File: src/hdl/stable_ascending_sorter_unit_macros.svh
// assertion macros for the stable ascending sorter
`ifndef STABLE_ASCENDING_SORTER_UNIT_MACROS_SVH
`define STABLE_ASCENDING_SORTER_UNIT_MACROS_SVH

// same-cycle implication, disabled while reset is asserted
`define SASU_ASSERT_NOW(label, clk, rstn, ante, cons) \
    label: assert property (@(posedge clk) disable iff (!rstn) (ante) |-> (cons)) \
        else $error("sorter assertion failed");

// next-cycle implication, disabled while reset is asserted
`define SASU_ASSERT_NEXT(label, clk, rstn, ante, cons) \
    label: assert property (@(posedge clk) disable iff (!rstn) (ante) |=> (cons)) \
        else $error("sorter assertion failed");

`endif

File: src/hdl/sasu_pkg.sv
// shared types and constants of the stable ascending sorter
package sasu_pkg;

    localparam int COUNT_W         = 16;
    localparam int POS_W           = 6;
    localparam int MAX_ENTRIES_DEF = 16;

    typedef struct packed {
        logic [POS_W-1:0]   pos;
        logic [COUNT_W-1:0] count;
    } entry_t;

    typedef struct packed {
        logic accept;
        logic rd_ins;
        logic ins_shift;
        logic ins_place;
        logic rd_emit;
        logic load_out;
        logic out_done;
    } cmd_t;

    typedef struct packed {
        logic full;
        logic in_last;
        logic item_last;
        logic j_zero;
        logic rd_gt;
        logic out_taken;
        logic emit_last;
    } sts_t;

endpackage

File: src/hdl/stable_ascending_sorter_unit.sv
// Stable ascending sorter. Each request on the s_ channel carries one count and
// is tagged with its arrival position; the request with s_batch_end closes the
// batch, after which every stored entry is returned on the m_ channel in
// ascending order of count as position/count pairs, equal counts in arrival
// order. Up to MAX_ENTRIES (2 to 64) entries are kept; later requests of a batch
// are dropped and m_entries_dropped is raised on the final result. Entries are
// insertion-sorted into a single-port entry memory as they arrive; each shift
// step past a stored entry with a larger count is one registered memory read
// and one write, and a final compare is needed when the entry stops behind a
// smaller or equal count. Results are then read from the memory into a register,
// loaded into the output register and held until the sink takes them, one at a
// time. s_ready is low from acceptance until insertion ends and, after a closing
// request, until the final result is taken.
`include "stable_ascending_sorter_unit_macros.svh"

module stable_ascending_sorter_unit #(
    parameter int MAX_ENTRIES = sasu_pkg::MAX_ENTRIES_DEF
) (
    input  logic                         aclk,
    input  logic                         aresetn,
    input  logic                         s_valid,
    output logic                         s_ready,
    input  logic [sasu_pkg::COUNT_W-1:0] s_case_count,
    input  logic                         s_batch_end,
    output logic                         m_valid,
    input  logic                         m_ready,
    output logic [sasu_pkg::POS_W-1:0]   m_entry_position,
    output logic [sasu_pkg::COUNT_W-1:0] m_sorted_count,
    output logic                         m_final_result,
    output logic                         m_entries_dropped
);

    sasu_pkg::cmd_t cmd;
    sasu_pkg::sts_t sts;

    sasu_ctrl u_ctrl (
        .aclk    (aclk),
        .aresetn (aresetn),
        .s_valid (s_valid),
        .s_ready (s_ready),
        .sts     (sts),
        .cmd     (cmd)
    );

    sasu_dp #(
        .MAX_ENTRIES (MAX_ENTRIES)
    ) u_dp (
        .aclk              (aclk),
        .aresetn           (aresetn),
        .s_case_count      (s_case_count),
        .s_batch_end       (s_batch_end),
        .m_valid           (m_valid),
        .m_ready           (m_ready),
        .m_entry_position  (m_entry_position),
        .m_sorted_count    (m_sorted_count),
        .m_final_result    (m_final_result),
        .m_entries_dropped (m_entries_dropped),
        .cmd               (cmd),
        .sts               (sts)
    );

    // no new request while a result is pending
    `SASU_ASSERT_NOW(a_ready_vs_valid, aclk, aresetn, m_valid, !s_ready)
    // drop flag only on the final result
    `SASU_ASSERT_NOW(a_drop_on_final, aclk, aresetn, m_valid && m_entries_dropped, m_final_result)
    // after the final result is taken the block is ready again
    `SASU_ASSERT_NEXT(a_ready_after_final, aclk, aresetn, m_valid && m_ready && m_final_result, s_ready && !m_valid)
    // at most one memory access command per cycle
    `SASU_ASSERT_NOW(a_one_mem_cmd, aclk, aresetn, 1'b1, $onehot0({cmd.rd_ins, cmd.ins_shift, cmd.ins_place, cmd.rd_emit}))

endmodule

File: src/hdl/sasu_ctrl.sv
// controller state machine of the stable ascending sorter
module sasu_ctrl (
    input  logic          aclk,
    input  logic          aresetn,
    input  logic          s_valid,
    output logic          s_ready,
    input  sasu_pkg::sts_t sts,
    output sasu_pkg::cmd_t cmd
);

    typedef enum logic [5:0] {
        ST_IDLE    = 6'b000001,
        ST_INS_CHK = 6'b000010,
        ST_INS_CMP = 6'b000100,
        ST_EMIT_RD = 6'b001000,
        ST_EMIT_LD = 6'b010000,
        ST_EMIT_OUT = 6'b100000
    } state_t;

    state_t state_reg;
    state_t state_next;

    always_ff @(posedge aclk) begin
        if (!aresetn) begin
            state_reg <= ST_IDLE;
        end else begin
            state_reg <= state_next;
        end
    end

    assign s_ready = (state_reg == ST_IDLE);

    always_comb begin
        cmd        = '0;
        state_next = state_reg;
        case (state_reg)
            ST_IDLE: begin
                if (s_valid) begin
                    cmd.accept = 1'b1;
                    if (!sts.full) begin
                        state_next = ST_INS_CHK;
                    end else if (sts.in_last) begin
                        state_next = ST_EMIT_RD;
                    end
                end
            end
            ST_INS_CHK: begin
                if (sts.j_zero) begin
                    cmd.ins_place = 1'b1;
                    state_next    = sts.item_last ? ST_EMIT_RD : ST_IDLE;
                end else begin
                    cmd.rd_ins = 1'b1;
                    state_next = ST_INS_CMP;
                end
            end
            ST_INS_CMP: begin
                if (sts.rd_gt) begin
                    cmd.ins_shift = 1'b1;
                    state_next    = ST_INS_CHK;
                end else begin
                    cmd.ins_place = 1'b1;
                    state_next    = sts.item_last ? ST_EMIT_RD : ST_IDLE;
                end
            end
            ST_EMIT_RD: begin
                cmd.rd_emit = 1'b1;
                state_next  = ST_EMIT_LD;
            end
            ST_EMIT_LD: begin
                cmd.load_out = 1'b1;
                state_next   = ST_EMIT_OUT;
            end
            ST_EMIT_OUT: begin
                if (sts.out_taken) begin
                    cmd.out_done = 1'b1;
                    state_next   = sts.emit_last ? ST_IDLE : ST_EMIT_RD;
                end
            end
            default: begin
                state_next = ST_IDLE;
            end
        endcase
    end

endmodule

File: src/hdl/sasu_dp.sv
// datapath of the stable ascending sorter: entry memory, counters and result register
module sasu_dp #(
    parameter int MAX_ENTRIES = sasu_pkg::MAX_ENTRIES_DEF
) (
    input  logic                         aclk,
    input  logic                         aresetn,
    input  logic [sasu_pkg::COUNT_W-1:0] s_case_count,
    input  logic                         s_batch_end,
    output logic                         m_valid,
    input  logic                         m_ready,
    output logic [sasu_pkg::POS_W-1:0]   m_entry_position,
    output logic [sasu_pkg::COUNT_W-1:0] m_sorted_count,
    output logic                         m_final_result,
    output logic                         m_entries_dropped,
    input  sasu_pkg::cmd_t               cmd,
    output sasu_pkg::sts_t               sts
);

    localparam int IDX_W  = (MAX_ENTRIES > 1) ? $clog2(MAX_ENTRIES) : 1;
    localparam int FILL_W = $clog2(MAX_ENTRIES + 1);

    sasu_pkg::entry_t mem [MAX_ENTRIES];
    sasu_pkg::entry_t rd_data_reg;

    logic [FILL_W-1:0]            fill_reg;
    logic                         ovf_reg;
    logic [sasu_pkg::COUNT_W-1:0] item_count_reg;
    logic                         item_last_reg;
    logic [IDX_W-1:0]             j_reg;
    logic [IDX_W-1:0]             k_reg;
    logic                         out_valid_reg;
    sasu_pkg::entry_t             out_entry_reg;
    logic                         out_final_reg;
    logic                         out_drop_reg;

    logic [IDX_W-1:0]   rd_addr;
    sasu_pkg::entry_t   new_entry;

    assign rd_addr   = cmd.rd_emit ? k_reg : IDX_W'(j_reg - 1'b1);
    assign new_entry = '{pos: sasu_pkg::POS_W'(fill_reg), count: item_count_reg};

    // entry memory, one write and one registered read per cycle
    always_ff @(posedge aclk) begin
        if (cmd.ins_shift) begin
            mem[j_reg] <= rd_data_reg;
        end else if (cmd.ins_place) begin
            mem[j_reg] <= new_entry;
        end
    end

    always_ff @(posedge aclk) begin
        if (cmd.rd_ins || cmd.rd_emit) begin
            rd_data_reg <= mem[rd_addr];
        end
    end

    // control registers
    always_ff @(posedge aclk) begin
        if (!aresetn) begin
            fill_reg      <= '0;
            ovf_reg       <= 1'b0;
            out_valid_reg <= 1'b0;
        end else begin
            if (cmd.accept && sts.full) begin
                ovf_reg <= 1'b1;
            end
            if (cmd.ins_place) begin
                fill_reg <= fill_reg + 1'b1;
            end
            if (cmd.load_out) begin
                out_valid_reg <= 1'b1;
            end
            if (cmd.out_done) begin
                out_valid_reg <= 1'b0;
                if (sts.emit_last) begin
                    fill_reg <= '0;
                    ovf_reg  <= 1'b0;
                end
            end
        end
    end

    // payload registers
    always_ff @(posedge aclk) begin
        if (cmd.accept) begin
            item_count_reg <= s_case_count;
            item_last_reg  <= s_batch_end;
            j_reg          <= IDX_W'(fill_reg);
            k_reg          <= '0;
        end
        if (cmd.ins_shift) begin
            j_reg <= IDX_W'(j_reg - 1'b1);
        end
        if (cmd.out_done) begin
            k_reg <= IDX_W'(k_reg + 1'b1);
        end
        if (cmd.load_out) begin
            out_entry_reg <= rd_data_reg;
            out_final_reg <= sts.emit_last;
            out_drop_reg  <= sts.emit_last & ovf_reg;
        end
    end

    always_comb begin
        sts.full      = (fill_reg == FILL_W'(MAX_ENTRIES));
        sts.in_last   = s_batch_end;
        sts.item_last = item_last_reg;
        sts.j_zero    = (j_reg == '0);
        sts.rd_gt     = (rd_data_reg.count > item_count_reg);
        sts.out_taken = out_valid_reg & m_ready;
        sts.emit_last = ((FILL_W'(k_reg) + FILL_W'(1)) == fill_reg);
    end

    assign m_valid           = out_valid_reg;
    assign m_entry_position  = out_entry_reg.pos;
    assign m_sorted_count    = out_entry_reg.count;
    assign m_final_result    = out_final_reg;
    assign m_entries_dropped = out_drop_reg;

endmodule

File: config.mk
export PLATFORM = sky130hd
export DESIGN_NAME = stable_ascending_sorter_unit
export DESIGN_NICKNAME = d
export VERILOG_FILES = /design/src/hdl/sasu_pkg.sv /design/src/hdl/stable_ascending_sorter_unit.sv /design/src/hdl/sasu_ctrl.sv /design/src/hdl/sasu_dp.sv
export VERILOG_INCLUDE_DIRS = /design/src /design/src/hdl
export SDC_FILE = /design/constraint.sdc
export NUM_CORES = 1
export LEC_CHECK = 0
export ABC_AREA = 1
export BUFFER_PORTS_ARGS = -buffer_cell sky130_fd_sc_hd__buf_2
export CAP_MARGIN = 20
export CORE_UTILIZATION = 40
export CTS_BUF_LIST = sky130_fd_sc_hd__clkbuf_8
export CTS_CLUSTER_SIZE = 20
export DETAILED_ROUTE_END_ITERATION = 8
export GPL_ROUTABILITY_DRIVEN = 0
export PLACE_DENSITY = 0.66
export SLEW_MARGIN = 20
export SYNTH_ARGS = -nofsm -noshare
export SYNTH_HDL_FRONTEND = slang
export SYNTH_HIERARCHICAL = 1
export SYNTH_SLANG_ARGS = --single-unit
File: constraint.sdc
create_clock -name aclk -period 5.68 [get_ports aclk]
set_clock_uncertainty 0.1 [all_clocks]
set_input_delay 0.568 -clock aclk [delete_from_list [all_inputs] [get_ports aclk]]
set_output_delay 0.568 -clock aclk [all_outputs]
set_load 0.01 [all_outputs]
==> flow_summary.toml <==
[timing]
setup_violations = 0
fin_setup_tns_ns = 0
rsz0062_at_grt = "false"
drv_slew = 0
hold_viol = 0
period_needed_ns = 4.10
setup_ws_ns = 1.58
min_period_over_period = 0.722
worst_slew_pin_slew_ns = 1.06
relSlewSlack = 0.290
timing.fmax_ghz = 0.244

[power]
switching_share = 0.291
pwr-share-clk = 0.342
p_leak_nw = 9.49
ir_worst_vdd_mv = 0.186
internal-power_w = 0.00530
p_sw_w = 0.00218
combPwrFrac = 0.165
power_frac_seq = 0.492
p_per_area_nw_per_um2 = 343

[critical_path]
cp.buffers_inverters = 4
worst_r2r_path_depth = 13
crit_type = "register to register"
rr_endpoint = "u_dp/mem[7][11]"
cp_slowest_stage_delay_ns = 0.45
cp-start-kind = "register"
rr_startpoint = "u_dp/rd_data_reg[7]"
rrSetupSlack_ns = 1.58
cp_top_family = "buffers and inverters"
worstPathRequired_ns = 6.02
cp_slowest_cell = "o21ai_0"
cp_max_fo = 21
cp-end-kind = "register"
critical_path.cell_chain = "ha_1 -> nand2_1 -> nor2_1 -> nand4_1 -> nor3_1 -> a21oi_1 -> o21ai_0 -> inv_1 -> nor2_1 -> inv_1 -> buf_4 -> o21ai_0 -> buf_4"
worstPathArrival_ns = 4.44

[synthesis]
synth_nets = 1940
synth_ff_type = "edfxtp_1"
synth_top_family_by_area = "simple AND/OR/NAND/NOR gates"
synth_commonest_cells = "nand2_1 (475), edfxtp_1 (423), inv_1 (414)"
synth-simple-area-share = 0.194
ys_warn_count = 6
syn_inst = 1896
yosys-mux-area-fraction = 0
yosys.area.top_type = "edfxtp_1"
async_reset_ff_frac = 0
synth_area_per_cell_um2 = 10.3
synth_compound_area_frac = 0.0150
synthTopCellsByArea = "edfxtp_1 (65%), nand2_1 (9.2%), nand3_1 (8.3%)"
post_synth_xor_area_fraction = 0.00315
synth_seq_area_share = 0.666
syn_area_um2 = 19500
synth_seq_cells = 436
synth_edf_count = 423
yosysTopAreaCellShare = 0.653
yosysMostFrequentCell = "nand2_1"
synthAdderAreaFrac = 0.0148
synth_cell_types = 30

[clocking]
numCtsBuffers = 72
clkTransAtPathRegs_ns = 0.06
clock_sinks = 436
clockBufferDepth = 3
clk_latency_ns = 0.62
htreeDepth = 3
cts_hold_buf = 0
cts_tree = "yes"
root_buffer = "clkbuf_8"
post_cts_buffers = 0
cts.repair.resized = 0

[detailed_routing]
finalWirelength_um = 48500
vias = 13205
remaining_drc_errors = 0
initialDrtViolationCount = 1252
antenna_left = 0
dr.pass1.iters = 5
via_per_inst = 4.97
wl_per_cell_um = 18.2

[placed_design]
hpwl_um = 27100
dp_slack_ns = 1.65
portBuffers = 46

[die]
design.core.area_um2 = 47800
io_pins = 47
fp-row-count = 80
dieArea_um2 = 49500
die_x_um = 223
die_h_um = 223
start_util = 0.407

[hold_path]
holdCritPathClass = "primary input to register"
whs_endpoint = "u_dp/item_count_reg[11]"
min_path_cells = 1
hp-start = "s_case_count[11]"

[finish]
largest_reg_flops = 352
post-route-util = 0.455
area_growth_pct = 11.9
final_nets = 2030
final_layout_size_suffix_gt1_frac = 0.113

[outcome]
run_status = "finished, final reports clean"

[global_routing]
grt_max_degree = 177
grt_pass1_vias = 12697
grt_usage = 0.200
gr-total-overflow = 0
grt_antenna_before_repair = 0
grt_first_pass_wirelength_um = 74700

[flow_run]
maxCapViolCount = 0
[per-layer routing]
metal / up-vias / global-route usage / routed length (µm)
met4: 0 / 0.0659 / 1040
met5: - / 0 / 0
met2: 564 / 0.322 / 23000
met3: 77 / 0.0381 / 3980
met1: 6267 / 0.271 / 20400
li1: 6297 / - / -
[per-stage QoR]
stage / instances / hold WS (ns) / power (W) / cell area (µm²)
after floorplan: 1896 / 0.326 / 0.00459 / 19500
after global placement: 2526 / 0.338 / 0.00496 / 20500
after detailed placement: 2527 / 0.351 / 0.00497 / 20500
after CTS: 2655 / 0.00668 / 0.00752 / 21800
after global routing: 2655 / 0.0121 / 0.00780 / 21800
final: 2656 / 0.0369 / 0.00747 / 21800
[placed cells by master (no fill, tap or decap), types with 4 or more instances in the layout]
| master | n |
|---|---|
| o21ai_1 | 5 |
| clkinv_1 | 19 |
| buf_4 | 43 |
| edfxtp_1 | 423 |
| o21ai_4 | 4 |
| ha_1 | 23 |
| nand2_2 | 4 |
| inv_2 | 7 |
| nor3_1 | 7 |
| clkbuf_8 | 74 |
| nor2_1 | 35 |
| nand4_1 | 7 |
| nand3_1 | 324 |
| nor2_2 | 23 |
| clkinv_2 | 13 |
| a21oi_1 | 11 |
| dfxtp_1 | 13 |
| o21ai_0 | 29 |
| buf_12 | 5 |
| buf_2 | 46 |
| inv_1 | 430 |
| clkinvlp_4 | 4 |
| xor2_1 | 5 |
| nand2_1 | 473 |
[final cells by class]
class                      instances  area [µm²]
multi-input combinational        960        4490
clock buffer                      74        1020
inverter                         422        1580
fill                            4362       26100
sequential                       436       13000
antenna                            1        2.50
clock inverter                    54         292
tap                              615         769
timing repair buffer              94         653
[cells by family after synthesis]
family | after synthesis
AND/OR/NAND/NOR | 878
buffers and inverters | 500
flip-flops | 436
AO/OA/AOI/OAI | 52
adder cells (fa/ha/maj) | 23
XOR/XNOR | 7
[worst max-delay path by stage]
stage	from	to	slack, ns	cells after the start
after floorplan	u_dp/rd_data_reg[11]	u_dp/mem[0][0]	2.33	13
after global placement	u_dp/rd_data_reg[7]	u_dp/mem[4][8]	1.20	11
after detailed placement	u_dp/rd_data_reg[7]	u_dp/mem[3][19]	1.65	14
after CTS	u_dp/rd_data_reg[7]	u_dp/mem[3][4]	1.60	14
after global routing	u_dp/rd_data_reg[3]	u_dp/mem[3][20]	1.24	16
final	u_dp/rd_data_reg[7]	u_dp/mem[7][11]	1.58	13
[power groups by stage]
stage / Sequential (W) / Clock, W / Combinational, W
CTS: 0.00368 / 0.00261 / 0.00123
floorplan: 0.00373 / 0 / 0.000859
detailed placement: 0.00375 / 0 / 0.00122
global placement: 0.00374 / 0 / 0.00121
global route: 0.00368 / 0.00276 / 0.00136
finish: 0.00368 / 0.00256 / 0.00123
[worst reg2reg max path, stage by stage, from the launching register on]
cell and delay [ns]:
edfxtp_1 0.42, ha_1 0.32, nand2_1 0.08, nor2_1 0.20
nand4_1 0.12, nor3_1 0.14, a21oi_1 0.13, o21ai_0 0.36
inv_1 0.16, nor2_1 0.36, inv_1 0.42, buf_4 0.34
o21ai_0 0.46, buf_4 0.30
(Power assumes the default switching activity.)
